--- src/sv/msp_pkg.sv ---
// ----------------------------------------------------------------------------
// msp_pkg
// Shared types, constants and helpers of the MIDI control change and system
// exclusive stream parser.
// ----------------------------------------------------------------------------
package msp_pkg;

  // Sizes
  localparam int unsigned PREAMBLE_MAX = 8;
  localparam int unsigned LEN_W        = 14;
  localparam int unsigned OUT_DATA_W   = 40;

  localparam logic [LEN_W-1:0] MAX_MESSAGE = 14'd8192;

  // MIDI byte codes
  localparam logic [7:0] SYSEX_START  = 8'hF0;
  localparam logic [7:0] SYSEX_END    = 8'hF7;
  localparam logic [3:0] CC_STATUS_HI = 4'hB;
  localparam logic [7:0] STATUS_MIN   = 8'h80;

  // Result kinds on out_tuser
  localparam logic [1:0] KIND_DATA = 2'd0;
  localparam logic [1:0] KIND_END  = 2'd1;
  localparam logic [1:0] KIND_CC   = 2'd2;

  // Configuration register indexes
  localparam logic [1:0] REG_LISTEN_CHANNEL = 2'd0;
  localparam logic [1:0] REG_PREAMBLE_LEN   = 2'd1;
  localparam logic [1:0] REG_PREAMBLE_LO    = 2'd2;
  localparam logic [1:0] REG_PREAMBLE_HI    = 2'd3;

  // Parser mode
  typedef enum logic [2:0] {
    MODE_IDLE    = 3'd0,
    MODE_PENDING = 3'd1,
    MODE_ACQUIRE = 3'd2,
    MODE_IGNORE  = 3'd3,
    MODE_CC_NUM  = 3'd4,
    MODE_CC_VAL  = 3'd5
  } mode_t;

  // What a queued group of results holds
  typedef enum logic [2:0] {
    GRP_BURST    = 3'd0,
    GRP_DATA     = 3'd1,
    GRP_DATA_END = 3'd2,
    GRP_END      = 3'd3,
    GRP_CC       = 3'd4
  } grp_t;

  // Pick expected preamble byte i out of the two words
  function automatic logic [7:0] pre_byte(input logic [31:0] lo, input logic [31:0] hi,
                                          input logic [2:0] i);
    logic [31:0] w;
    begin
      w = i[2] ? hi : lo;
      pre_byte = w[{i[1:0], 3'b000} +: 8];
    end
  endfunction

endpackage

--- src/sv/midi_sysex_cc_stream_parser.sv ---
// ----------------------------------------------------------------------------
// midi_sysex_cc_stream_parser
// Parses a MIDI byte stream, reports control changes on one channel and
// system exclusive messages that open with a configured preamble.
// ----------------------------------------------------------------------------
//
//  channel | direction | handshake          | payload
//  --------+-----------+--------------------+-----------------------------------
//  in_     | slave     | tvalid / tready    | tdata: in_byte[7:0]
//  out_    | master    | tvalid / tready    | tdata, tuser = kind, tlast = last
//  cfg_    | apb slave | psel/penable/ready | four registers at 0x0,0x4,0x8,0xC
//
//  One byte is parsed per cycle: an input register feeds the parse logic,
//  which loads a result group register that drains one result per cycle.
//  A group holds one or two results, or up to eight for a preamble burst;
//  the input side stalls only while a group is still draining.
//  Reset (rst_n low, synchronous) clears mode, count, held controller and
//  all configuration registers. Back pressure on out_tready holds the
//  current result and, once the input register is full, in_tready.
//
module midi_sysex_cc_stream_parser
  import msp_pkg::*;
(
  input  logic                  clk,
  input  logic                  rst_n,
  // input stream
  input  logic                  in_tvalid,
  output logic                  in_tready,
  input  logic [7:0]            in_tdata,     // [7:0] in_byte
  // result stream
  output logic                  out_tvalid,
  input  logic                  out_tready,
  output logic [OUT_DATA_W-1:0] out_tdata,    // [6:0] data_byte, [20:7] message_length,
                                              // [24:21] cc_channel, [31:25] cc_number,
                                              // [38:32] cc_value, [39] zero
  output logic [1:0]            out_tuser,    // [1:0] kind
  output logic                  out_tlast,
  // configuration
  input  logic                  cfg_psel,
  input  logic                  cfg_penable,
  input  logic                  cfg_pwrite,
  input  logic [3:0]            cfg_paddr,
  input  logic [31:0]           cfg_pwdata,
  output logic [31:0]           cfg_prdata,
  output logic                  cfg_pready
);

  // Configuration registers
  logic [3:0]  listen_ch_r;
  logic [3:0]  pre_len_r;
  logic [31:0] pre_lo_r;
  logic [31:0] pre_hi_r;
  logic        cfg_wr;
  logic [1:0]  cfg_idx;

  assign cfg_pready = 1'b1;
  assign cfg_idx    = cfg_paddr[3:2];
  assign cfg_wr     = cfg_psel && cfg_penable && cfg_pwrite && cfg_pready;

  // Write a register at the access phase
  always_ff @(posedge clk) begin
    if (!rst_n) begin
      listen_ch_r <= '0;
      pre_len_r   <= '0;
      pre_lo_r    <= '0;
      pre_hi_r    <= '0;
    end else if (cfg_wr) begin
      case (cfg_idx)
        REG_LISTEN_CHANNEL: listen_ch_r <= cfg_pwdata[3:0];
        REG_PREAMBLE_LEN:   pre_len_r   <= cfg_pwdata[3:0];
        REG_PREAMBLE_LO:    pre_lo_r    <= cfg_pwdata;
        REG_PREAMBLE_HI:    pre_hi_r    <= cfg_pwdata;
        default:            pre_hi_r    <= pre_hi_r;
      endcase
    end
  end

  // Read back
  always_comb begin
    case (cfg_idx)
      REG_LISTEN_CHANNEL: cfg_prdata = {28'd0, listen_ch_r};
      REG_PREAMBLE_LEN:   cfg_prdata = {28'd0, pre_len_r};
      REG_PREAMBLE_LO:    cfg_prdata = pre_lo_r;
      REG_PREAMBLE_HI:    cfg_prdata = pre_hi_r;
      default:            cfg_prdata = '0;
    endcase
  end

  // Input register and group register state
  logic        in_vld_r;
  logic [7:0]  in_byte_r;
  logic        grp_vld_r;
  grp_t        grp_sel_r;
  logic [3:0]  grp_cnt_r;
  logic [2:0]  grp_idx_r;
  logic [6:0]  grp_data_r;
  logic [LEN_W-1:0] grp_len_r;
  logic [3:0]  grp_ch_r;
  logic [6:0]  grp_num_r;
  logic [6:0]  grp_val_r;

  // Parser state
  mode_t            mode_r, mode_nxt;
  logic [LEN_W-1:0] count_r, count_nxt;
  logic [6:0]       held_r, held_nxt;

  logic grp_last;
  logic grp_adv;
  logic grp_done;
  logic consume;

  assign grp_last  = ({1'b0, grp_idx_r} == (grp_cnt_r - 4'd1));
  assign grp_adv   = grp_vld_r && out_tready;
  assign grp_done  = grp_adv && grp_last;
  assign consume   = in_vld_r && (!grp_vld_r || grp_done);
  assign in_tready = !in_vld_r || consume;

  // Hold the accepted byte until the parse logic takes it
  always_ff @(posedge clk) begin
    if (!rst_n) begin
      in_vld_r <= 1'b0;
    end else if (in_tready) begin
      in_vld_r <= in_tvalid;
    end
  end

  always_ff @(posedge clk) begin
    if (in_tvalid && in_tready) begin
      in_byte_r <= in_tdata;
    end
  end

  // Parse logic
  logic [3:0]       plen;
  logic [7:0]       n;
  logic             is_status;
  logic             is_realtime;
  logic [LEN_W-1:0] count_inc;
  mode_t            idle_mode;
  logic             idle_start;
  grp_t             new_sel;
  logic [3:0]       new_cnt;
  logic [6:0]       new_data;
  logic [LEN_W-1:0] new_len;

  assign plen        = (pre_len_r > 4'(PREAMBLE_MAX)) ? 4'(PREAMBLE_MAX) : pre_len_r;
  assign n           = in_byte_r;
  assign is_status   = (n >= STATUS_MIN) && (n <= SYSEX_END);
  assign is_realtime = (n > SYSEX_END);
  assign count_inc   = count_r + 14'd1;

  // Decode a byte seen from idle
  always_comb begin
    idle_start = 1'b0;
    idle_mode  = MODE_IDLE;
    if (n == SYSEX_START) begin
      idle_start = 1'b1;
      idle_mode  = (plen != 4'd0) ? MODE_PENDING : MODE_ACQUIRE;
    end else if (n == {CC_STATUS_HI, listen_ch_r}) begin
      idle_mode = MODE_CC_NUM;
    end
  end

  // Next mode, count, held controller and the result group they cause
  always_comb begin
    mode_nxt  = mode_r;
    count_nxt = count_r;
    held_nxt  = held_r;
    new_sel   = GRP_DATA;
    new_cnt   = 4'd0;
    new_data  = n[6:0];
    new_len   = count_r;
    case (mode_r)
      MODE_PENDING: begin
        if (is_status) begin
          mode_nxt  = MODE_IDLE;
          count_nxt = '0;
        end else if (!n[7]) begin
          if ((count_r >= 14'(plen)) ||
              (pre_byte(pre_lo_r, pre_hi_r, count_r[2:0]) != n)) begin
            mode_nxt = MODE_IGNORE;
          end else begin
            count_nxt = count_inc;
            if (count_inc >= 14'(plen)) begin
              mode_nxt = MODE_ACQUIRE;
              new_sel  = GRP_BURST;
              new_cnt  = count_inc[3:0];
            end
          end
        end
      end
      MODE_ACQUIRE: begin
        if (!n[7]) begin
          count_nxt = count_inc;
          new_sel   = GRP_DATA;
          new_cnt   = 4'd1;
          if (count_inc >= MAX_MESSAGE) begin
            new_sel   = GRP_DATA_END;
            new_cnt   = 4'd2;
            new_len   = count_inc;
            mode_nxt  = MODE_IDLE;
            count_nxt = '0;
          end
        end else if (is_status) begin
          new_sel   = GRP_END;
          new_cnt   = 4'd1;
          new_len   = count_r;
          mode_nxt  = MODE_IDLE;
          count_nxt = '0;
          if (n != SYSEX_END) begin
            mode_nxt = idle_mode;
          end
        end
      end
      MODE_IGNORE: begin
        if (is_status) begin
          mode_nxt  = MODE_IDLE;
          count_nxt = '0;
        end
      end
      MODE_CC_NUM, MODE_CC_VAL: begin
        if (is_status) begin
          mode_nxt  = idle_mode;
          count_nxt = '0;
        end else if (!n[7]) begin
          if (mode_r == MODE_CC_NUM) begin
            held_nxt = n[6:0];
            mode_nxt = MODE_CC_VAL;
          end else begin
            new_sel   = GRP_CC;
            new_cnt   = 4'd1;
            mode_nxt  = MODE_IDLE;
            count_nxt = '0;
          end
        end else if (is_realtime) begin
          mode_nxt = mode_r;
        end
      end
      default: begin
        mode_nxt = idle_mode;
        if (idle_start) begin
          count_nxt = '0;
        end
      end
    endcase
  end

  // Advance parser state on each consumed byte
  always_ff @(posedge clk) begin
    if (!rst_n) begin
      mode_r  <= MODE_IDLE;
      count_r <= '0;
      held_r  <= '0;
    end else if (consume) begin
      mode_r  <= mode_nxt;
      count_r <= count_nxt;
      held_r  <= held_nxt;
    end
  end

  // Load a new group or step through the current one
  always_ff @(posedge clk) begin
    if (!rst_n) begin
      grp_vld_r <= 1'b0;
      grp_idx_r <= '0;
    end else if (consume) begin
      grp_vld_r <= (new_cnt != 4'd0);
      grp_idx_r <= '0;
    end else if (grp_adv) begin
      if (grp_last) begin
        grp_vld_r <= 1'b0;
      end else begin
        grp_idx_r <= grp_idx_r + 3'd1;
      end
    end
  end

  always_ff @(posedge clk) begin
    if (consume) begin
      grp_sel_r  <= new_sel;
      grp_cnt_r  <= new_cnt;
      grp_data_r <= new_data;
      grp_len_r  <= new_len;
      grp_ch_r   <= listen_ch_r;
      grp_num_r  <= held_r;
      grp_val_r  <= n[6:0];
    end
  end

  // Form the current result from the group register
  logic [1:0]       o_kind;
  logic [6:0]       o_data;
  logic [LEN_W-1:0] o_len;
  logic [3:0]       o_ch;
  logic [6:0]       o_num;
  logic [6:0]       o_val;
  logic [7:0]       o_pre;

  assign o_pre = pre_byte(pre_lo_r, pre_hi_r, grp_idx_r);

  always_comb begin
    o_kind = KIND_DATA;
    o_data = '0;
    o_len  = '0;
    o_ch   = '0;
    o_num  = '0;
    o_val  = '0;
    case (grp_sel_r)
      GRP_BURST: o_data = o_pre[6:0];
      GRP_DATA:  o_data = grp_data_r;
      GRP_DATA_END: begin
        if (grp_idx_r == 3'd0) begin
          o_data = grp_data_r;
        end else begin
          o_kind = KIND_END;
          o_len  = grp_len_r;
        end
      end
      GRP_END: begin
        o_kind = KIND_END;
        o_len  = grp_len_r;
      end
      GRP_CC: begin
        o_kind = KIND_CC;
        o_ch   = grp_ch_r;
        o_num  = grp_num_r;
        o_val  = grp_val_r;
      end
      default: o_kind = KIND_DATA;
    endcase
  end

  assign out_tvalid = grp_vld_r;
  assign out_tuser  = o_kind;
  assign out_tlast  = grp_last;
  assign out_tdata  = {1'b0, o_val, o_num, o_ch, o_len, o_data};

  // Checks
  a_idx_in_group: assert property (@(posedge clk) disable iff (!rst_n)
    grp_vld_r |-> ({1'b0, grp_idx_r} < grp_cnt_r))
    else $error("group index beyond group size");

  a_end_is_last: assert property (@(posedge clk) disable iff (!rst_n)
    (out_tvalid && (out_tuser == KIND_END)) |-> out_tlast)
    else $error("end result not marked last");

  a_pending_count: assert property (@(posedge clk) disable iff (!rst_n)
    (mode_r == MODE_PENDING) |-> (count_r < 14'(PREAMBLE_MAX)))
    else $error("preamble count out of range");

  a_count_cap: assert property (@(posedge clk) disable iff (!rst_n)
    (mode_r == MODE_ACQUIRE) |-> (count_r < MAX_MESSAGE))
    else $error("message count reached cap while acquiring");

endmodule

--- config.mk ---
export PLATFORM = sky130hd
export DESIGN_NAME = midi_sysex_cc_stream_parser
export DESIGN_NICKNAME = d
export VERILOG_FILES = /design/src/sv/msp_pkg.sv /design/src/sv/midi_sysex_cc_stream_parser.sv
export SDC_FILE = /design/constraint.sdc
export NUM_CORES = 1
export LEC_CHECK = 0
export BUFFER_PORTS_ARGS = -buffer_cell sky130_fd_sc_hd__buf_2
export CORE_MARGIN = 5
export CORE_UTILIZATION = 39
export CTS_CLUSTER_DIAMETER = 80
export DETAILED_ROUTE_END_ITERATION = 7
export PLACE_DENSITY = 0.6
export SYNTH_ARGS = -nofsm -noshare
export SYNTH_HDL_FRONTEND = slang
export SYNTH_SLANG_ARGS = --single-unit
--- constraint.sdc ---
create_clock -name clk -period 3.3 [get_ports clk]
set_clock_uncertainty 0.15 [all_clocks]
set_input_delay 0.99 -clock clk [delete_from_list [all_inputs] [get_ports clk]]
set_output_delay 0.99 -clock clk [all_outputs]
set_load 0.02 [all_outputs]
# After elaboration in Yosys (flattened, before gate mapping)
# Cells that the tools add are included.
# word_totals
ff_bits	148
out_inout_bits	78
inputBits	51
wordCells	157
# op_classes
muxes	69
n_addsub	3
n_bitwise	4
n_reduce_logical	31
magnitude_cmp	6
n_eq_ne	25
shift	2
# ops
op	count
2-to-1 mux 14 bit	14
one-hot mux 32 bit (4 select lines)	1
2-to-1 mux 32 bit	2
one-hot mux 14 bit (4 select lines)	1
2-to-1 mux 3 bit	18
indexed part select 32 x 6 -> 7 bit	1
indexed part select 32 x 6 -> 8 bit	1
greater-or-equal comparator 14 x 4 -> 1 bit	2
2-to-1 mux 4 bit	7
one-hot mux 14 bit (2 select lines)	1
2-to-1 mux 7 bit	3
one-hot mux 7 bit (3 select lines)	1
!= test 3 bit (second input constant)	6
adder 14 x 1 -> 14 bit (second input constant)	1
greater-or-equal comparator 14 bit (second input constant)	1
2-to-1 mux 1 bit	13
equality test 3 x 2 -> 1 bit (second input constant)	4
one-hot mux 3 bit (4 select lines)	1
one-hot mux 4 bit (3 select lines)	1
AND reduction 2 bit	6
equality test 3 bit (second input constant)	3
one-hot mux 3 bit (3 select lines)	1
equality test 8 bit	1
equality test 8 bit (second input constant)	1
other kinds (28)	49

# Logic depth before layout (Yosys ltp)
# Gate-level depths: netlist of run 1.
# depth
word_depth	10
depth_mapped	14
ltp_nobuf	11

# Worst setup path after synthesis of run 1
# Ideal clock, no wire load.
# synth_path
path_type	reg-to-output
from	register grp_idx_r[0]
to	output port out_tdata[10]
slack_ns	-0.411
arrival_time_ns	2.571
n_path_buf	3
required_ns	2.160
path_stages_with_launch	9
cell_sequence	dfxtp_1 buf_2 buf_1 inv_1 ha_1 nor3b_1 nor3b_1 clkbuf_1 and2_1
# synth_between
elab_chain_cells	3
# synth_lines
item	line_no	source
from (decl)	midi_sysex_cc_stream_parser.sv:95	logic [2:0] grp_idx_r;
from (signal assigned)	midi_sysex_cc_stream_parser.sv:273	grp_idx_r <= grp_idx_r + 3'd1;
logical NOT 3 bit	midi_sysex_cc_stream_parser.sv:312	if (grp_idx_r == 3'd0) begin
2-to-1 mux 14 bit	midi_sysex_cc_stream_parser.sv:312	
one-hot mux 14 bit (2 select lines)	midi_sysex_cc_stream_parser.sv:308	case (grp_sel_r)
to (decl)	midi_sysex_cc_stream_parser.sv:33	output logic [OUT_DATA_W-1:0] out_tdata,
# Every way passes these cells.

# Final worst setup path of run 1
# layout_path
from	register grp_idx_r[0]
to	output port out_tdata[4]
# layout_between
elab_chain_cells	3
elab_cells_between_ends	4
cone_classes	shift: 1; mux: 2; reduce/logical: 1
# layout_lines
item	line_no
parallel branches: the longest is 2 deep, another holds indexed part select 32 x 6 -> 7 bit	--
one-hot mux 7 bit (3 select lines) *	midi_sysex_cc_stream_parser.sv:308
# Mark *: on every way between the ends.

==> impl_results.md, run 1 <==
* Fin util at 0.485
* Number of global-route vias before repair at slightly above 7k
* Part of the Yosys area used for sequential elements at 0.401
* Slew Viols, Final at 0
* Crit-path cells: buf_12 -> buf_4 -> mux4_2 -> mux2i_4 -> nor3_1 -> a31oi_1 -> nor2_1 -> buf_2
* Pin count of the biggest net entering global routing at 38
* Sinks on Clock Net at between 100 and 150
* # fillers at between 2k and 2.5k
* Number of synthesized flops with an enable pin at 47
* CTS H-tree lvls at 4
* MaxCap Viol Count at 0
* Worst Hold Class: flip-flop to flip-flop
* Post-route ant nets at 0
* R2r startpoint: count_r[1]
* Boundary Pins at 129
* Die X at 158 um
* Syn Inst Count at 953
* CP delay by family, top: multiplexers
* Place WS at around 0.13 ns
* Synth unique cells at 65
* Setup violators final at 8
* Top cells by area, synth: dfxtp_1 (24%), edfxtp_1 (16%), mux2i_1 (8.5%)
* Area leader, netlist: dfxtp_1
* Synthesis-stage register bit count at 148
* Critical path's slowest cell: mux4_2
* Setup TNS at -0.798 ns
* Via count at about 7.5k
* RR Endpoint: mode_r[0]
* Rel. slew slack at 0.512
* Post-Syn Nets at between 1k and 1.5k
* Worst-case clock buffer depth at 2
* Pwr Density at roughly 420 mW/mm^2
* Hold Path End: grp_num_r[5]
* R2R depth at 9
* Area delta synth->final at 23.1%
* CTS buffer count at 17
* Avg Synthesized Cell Area at roughly 9.0 um^2
* Hold path cells at 0
* Global-route wire length before repair at between 30000 and 40000 um
* Leak Pwr at just over 4 nW
* Area of the core at approximately 0.022 mm^2
* Routed Wire Length at 25200 um
* WL/cell at about 18 um
* Top-area cell type share of the netlist area at 0.236
* Worst Setup End Kind: output port
* Initial Util at 0.394
* Synth Flop Type: dfxtp_1
* Post-DP HPWL at between 15000 and 20000 um
* Final nets at between 1k and 1.5k
* Final Hold Viols at 0
* Fmax at slightly below 300 MHz
* Outcome: finished, violations left
* Worst VDD drop at 0.000271 V
* Critical path fanouts, max at 9
* Startpoint types: flip-flop
* GRT Resource Usage Total at 0.199
* Async S/R FF share, synth at 0
* Die area at ~0.025 mm^2
* 1st-iter DRT viols at roughly 580
* Placer congestion estimate at between 0.9 and 1
* Worst-margin pin slew at 0.731 ns
* Bufs and invs on worst path at 3
* Share of layout cells above drive strength 1 at 0.261
* Final total power at ~0.0044 W
* Cell Area, Synth at 0.00857 mm^2
* R2R setup slack at around 0.24 ns
* Gr ovfl total at 0
* Std-Cell Rows at 54
* Req. time, crit path at between 2 and 2.5 ns
* CTS tree: built
* Min Hold Slack at 0.287 ns
* Die height at ~160 um
* CTS Root Cell: clkbuf_16
* Min Tclk post-route at roughly 3.4 ns
* Slowest stage delay, CP at 0.52 ns
* Yosys warning total at 0
* Worst path arrival time at around 2.3 ns
* Most common cell after layout, fill and taps aside: nand2_1
* Post-route setup slack at -0.139 ns
* # diodes at 0
* Worst-path clk slew at around 0.070 ns
* Post-route DRC violation count at 0
* Tcrit/Tclk final at 1.04
* Leading cell types in the layout, fill and taps excluded: nand2_1 (163), buf_2 (103), dfxtp_1 (99), a21oi_1 (89), buf_4 (76)
* RSZ-0062 raised after global routing: true
* Hold Crit Start: held_r[5]
* Vias per cell at about 5.4
* Initial antenna violation count at 0
* CP Class: flip-flop to output port
* DRT Pass-1 Iters at 5
* Violated checks: negative setup slack
* Port bufs at 124
* Hold-fix buffers at CTS at 0
* Clk_lat worst skew at around 0.43 ns
## cell type report
type                            instances  area (um^2)  share of cell area
Inverter                               19         71.3             0.00676
Clock inverter                         15          216              0.0205
Multi-Input combinational cell        711         4800               0.455
Clock buffer                           17          425              0.0403
Timing Repair Buffer                  189         1240               0.118
Tap cell                              280          350              0.0332
Sequential cell                       148         3440               0.326
## state kept, by name, indices dropped and copies added, names as in the netlist, 7 cells and up
name / count
in_byte_r: 8
grp_len_r: 14
pre_hi_r: 32
grp_num_r: 7
count_r: 14
held_r: 7
pre_lo_r: 32
grp_val_r: 7
## layer usage
metal	vias up	wire length (um)	global-route usage
li1	3640	-	-
met1	3589	11200	0.279
met2	255	12000	0.319
met3	26	1630	0.0372
met4	0	365	0.0528
met5	-	0	0
## kinds of logic after synthesis
group                      count (synthesis)  synth area share
xor gates and xnor gates                  29            0.0296
and+or+nand+nor                          393             0.224
other                                      2          0.000877
buffers and inverters                     94            0.0516
DFF                                      148             0.401
AOI/OAI and AO/OA                        178             0.132
adders and majority gates                 14            0.0204
muxes                                     95             0.140
## repair_timing
action                     CTS  global route
setup endpoints to repair   22            37
pin swaps                    1             4
gates cloned                 1             1
setup buffers                4             5
resized for setup           31            29
## stage by stage
step | area, um^2 | cells
2_1_floorplan | 8580 | 953
3_3_place_gp | 9640 | 1337
3_5_place_dp | 9640 | 1337
4_1_cts | 10400 | 1374
5_1_grt | 10500 | 1379
6_report | 10500 | 1379
## worst max path at each step
stage | from | end | depth (start not counted)
finish | grp_idx_r[0] | out_tdata[4] | 8
global route | grp_idx_r[0] | out_tdata[3] | 10
CTS | grp_idx_r[0] | out_tdata[1] | 10
detailed placement | cfg_paddr[2] | cfg_prdata[30] | 5
global placement | cfg_paddr[2] | cfg_prdata[18] | 5
floorplan | cfg_paddr[2] | cfg_prdata[12] | 4
## where the power goes
part | leakage [nW] | internal (W) | switching (W)
logic | 2.47 | 0.000120 | 0.000174
registers | 1.28 | 0.00191 | 0.0000389
clock network | 0.313 | 0.00129 | 0.000857
total | 4.06 | 0.00332 | 0.00107
## cells in the mapped netlist (6+ instances only)
cell type and n:
nor2b_1 36, a21oi_1 98, a221oi_1 6, inv_1 18, nor2_1 50, ha_1 14
nand3_1 21, buf_6 6, xor2_1 7, xnor2_1 22, clkbuf_1 48, buf_2 6
and2_1 38, nor4_1 8, nand4_1 8, buf_1 8, dfxtp_1 101, nor3_1 19
mux2i_1 73, o21ai_0 17, mux4_2 20, nand2_1 172, a22o_1 6, edfxtp_1 47
nor4b_1 6, and3_1 11, a221o_1 8
## worst register-to-register path, stage by stage, from the launching register on
cell	delay, ns
dfxtp_1	0.47
nor2b_1	0.50
a22oi_2	0.17
a21o_1	0.19
a211o_1	0.28
nor4b_4	0.32
and2_1	0.24
buf_4	0.19
a31oi_1	0.16
a221oi_1	0.30
Note: power is estimated with default switching activity, not from simulation.
==> run 2: changes to the inputs <==
CAP_MARGIN = 10   (was not set)
CELL_PAD_IN_SITES_DETAIL_PLACEMENT = 0   (was not set)
CELL_PAD_IN_SITES_GLOBAL_PLACEMENT = 1   (was not set)
PLACE_DENSITY = 0.76   (was 0.6)
==> run 2 against run 1 <==
  * The flow still finishes with violations (negative setup slack)
  * Clock-buffer cell count unchanged
  * Sequential share of layout area is 0.50 points lower
  * Cell area is 1.5% higher
  * Worst setup slack better by 0.0012 ns
  * Sequential power hardly changed
  * Combinational power is 5% higher
  * Global-route usage increased by 0.24 points
  * Maximum frequency barely moved
  * Non-clock buffer count rose by 9
  * Register-to-register slack worse by 0.02 ns
  * Via count is 0.32% higher
  * First-iteration DRC count shrank 11%
  * Critical endpoint is now out_tdata[3]
  * Largest cell class unchanged
==> impl_results.md, run 2 (synthesis gave the netlist of run 1 again) <==
* Die X at 158 um (unchanged)
* Worst Hold Class: flip-flop to flip-flop (unchanged)
* GRT Resource Usage Total at 0.202 (was 0.199)
* RSZ-0062 raised after global routing: true (unchanged)
* Worst-margin pin slew at 0.675 ns (was 0.731 ns)
* Final Hold Viols at 0 (unchanged)
* Port bufs at 124 (unchanged)
* Std-Cell Rows at 54 (unchanged)
* Pin count of the biggest net entering global routing at 85 (was 38)
* Startpoint types: flip-flop (unchanged)
* Violated checks: negative setup slack (unchanged)
* Global-route wire length before repair at 39400 um (was 38900 um)
* Gr ovfl total at 0 (unchanged)
* R2R depth at 10 (was 9)
* CP Class: flip-flop to output port (unchanged)
* Outcome: finished, violations left (unchanged)
* Worst path arrival time at 2.30 ns (about the same)
* Leading registers by flop count: pre_hi_r: 32 flops, pre_lo_r: 32 flops (unchanged)
* Req. time, crit path at 2.16 ns (about the same)
* Initial antenna violation count at 0 (unchanged)
* CTS buffer count at 17 (unchanged)
* Post-route DRC violation count at 0 (unchanged)
* Leading cell types in the layout, fill and taps excluded: nand2_1 (165), buf_2 (101), dfxtp_1 (99), a21oi_1 (91), mux2i_1 (73) (was nand2_1 (163), buf_2 (103), dfxtp_1 (99), a21oi_1 (89), buf_4 (76))
* Leak Pwr at 4.13 nW (was 4.06 nW)
* Hold path cells at 0 (unchanged)
* Share of layout cells above drive strength 1 at 0.275 (was 0.261)
* Worst-case clock buffer depth at 2 (unchanged)
* Area of the core at 0.0218 mm^2 (unchanged)
* CP delay by family, top: multiplexers (unchanged)
* Post-route ant nets at 0 (unchanged)
* Setup violators final at 21 (was 8)
* Initial Util at 0.394 (unchanged)
* Worst-path clk slew at 0.07 ns (about the same)
* Slew Viols, Final at 0 (unchanged)
* Die height at 158 um (unchanged)
* Most common cell after layout, fill and taps aside: nand2_1 (unchanged)
* Post-DP HPWL at 17800 um (about the same)
* Critical path's slowest cell: mux4_2 (unchanged)
* Placer congestion estimate at 0.908 (was 0.906)
* DRT Pass-1 Iters at 5 (unchanged)
* WL/cell at 18.2 um (was 18.3 um)
* Final total power at 0.00415 W (was 0.00439 W)
* Tcrit/Tclk final at 1.04 (about the same)
* Boundary Pins at 129 (unchanged)
* Worst Setup End Kind: output port (unchanged)
* MaxCap Viol Count at 0 (unchanged)
* Die area at 0.0250 mm^2 (unchanged)
* Rel. slew slack at 0.546 (was 0.512)
* Sinks on Clock Net at 148 (unchanged)
* Crit-path cells: buf_16 -> buf_12 -> mux4_2 -> nand2_2 -> a21oi_2 -> a21oi_1 -> nor2_1 -> a21oi_1 -> nor2_1 -> buf_4 (was buf_12 -> buf_4 -> mux4_2 -> mux2i_4 -> nor3_1 -> a31oi_1 -> nor2_1 -> buf_2)
* Post-route setup slack at -0.138 ns (was -0.139 ns)
* Min Tclk post-route at 3.44 ns (about the same)
* Area delta synth->final at 24.9% (was 23.1%)
* Worst VDD drop at 0.000372 V (was 0.000271 V)
* Critical path fanouts, max at 4 (was 9)
* CTS tree: built (unchanged)
* Hold-fix buffers at CTS at 0 (unchanged)
* Fmax at 291 MHz (about the same)
* Via count at 7534 (was 7510)
* Bufs and invs on worst path at 3 (unchanged)
* Final nets at 1160 (was 1151)
* Routed Wire Length at 25200 um (about the same)
* Clk_lat worst skew at 0.43 ns (about the same)
* Slowest stage delay, CP at 0.50 ns (was 0.52 ns)
* Pwr Density at 388 mW/mm^2 (was 416 mW/mm^2)
* Vias per cell at 5.43 (was 5.45)
* Min Hold Slack at 0.284 ns (was 0.287 ns)
* CTS H-tree lvls at 4 (unchanged)
* CTS Root Cell: clkbuf_16 (unchanged)
* 1st-iter DRT viols at 514 (was 575)
* # diodes at 0 (unchanged)
* Number of global-route vias before repair at 7371 (was 7111)
* WP depth at 10 (was 8)
-- run 2: cell count changes in the layout (fill, tap and decap cells not counted), sizes merged --
cell | before | now
clkinv | 4 | 6
bufinv | 4 | 1
buf | 189 | 198
clkinvlp | 1 | 2
-- run 2: final timing paths --
| path | start | end | slack, ns |
|---|---|---|---|
| min reg2reg | held_r[1] | grp_num_r[1] | 0.28 |
| min | held_r[1] | grp_num_r[1] | 0.28 |
| max | grp_idx_r[0] | out_tdata[3] | -0.14 |
| max reg2reg | count_r[2] | count_r[2] | 0.22 |
-- run 2: report_power, final --
part	internal [W]	total (W)	switching (W)
logic	0.000131	0.000311	0.000181
registers	0.00191	0.00195	0.0000363
clock network	0.00105	0.00189	0.000836
-- run 2: per-stage QoR --
stage	utilization	setup TNS (ns)	worst slack [ns]	area, um^2	cells
floorplan	-	0	0.0299	8580	953
global placement	0.446	0	0.118	9700	1342
detailed placement	0.446	0	0.142	9700	1342
CTS	0.487	-1.89	-0.140	10600	1384
global route	0.492	-3.89	-0.250	10700	1388
finish	0.492	-1.24	-0.138	10700	1388
-- run 2: area by class of cell --
class,instances,area (um^2)
Timing Repair Buffer,198,1440
Sequential cell,148,3440
Inverter,19,78.8
Clock buffer,17,425
Tap cell,280,350
Clock inverter,15,143
Multi-Input combinational cell,711,4830
Fill cell,2121,11100
-- run 2: layer usage --
metal  vias to the layer above  track usage  wire (um)
li1                       3667            -          -
met1                      3602        0.278      11600
met2                       242        0.334      12000
met3                        23       0.0306       1290
met4                         0       0.0520        330
met5                         -            0          0
-- run 2: repair_timing --
| item | 4_1_cts | 5_1_grt |
|---|---|---|
| endpoints found under the setup margin | 22 | 28 |
| setup buffers | 8 | 5 |
| gates resized for setup | 76 | 19 |
| cloned | 2 | 0 |
| pin swaps | 23 | 9 |
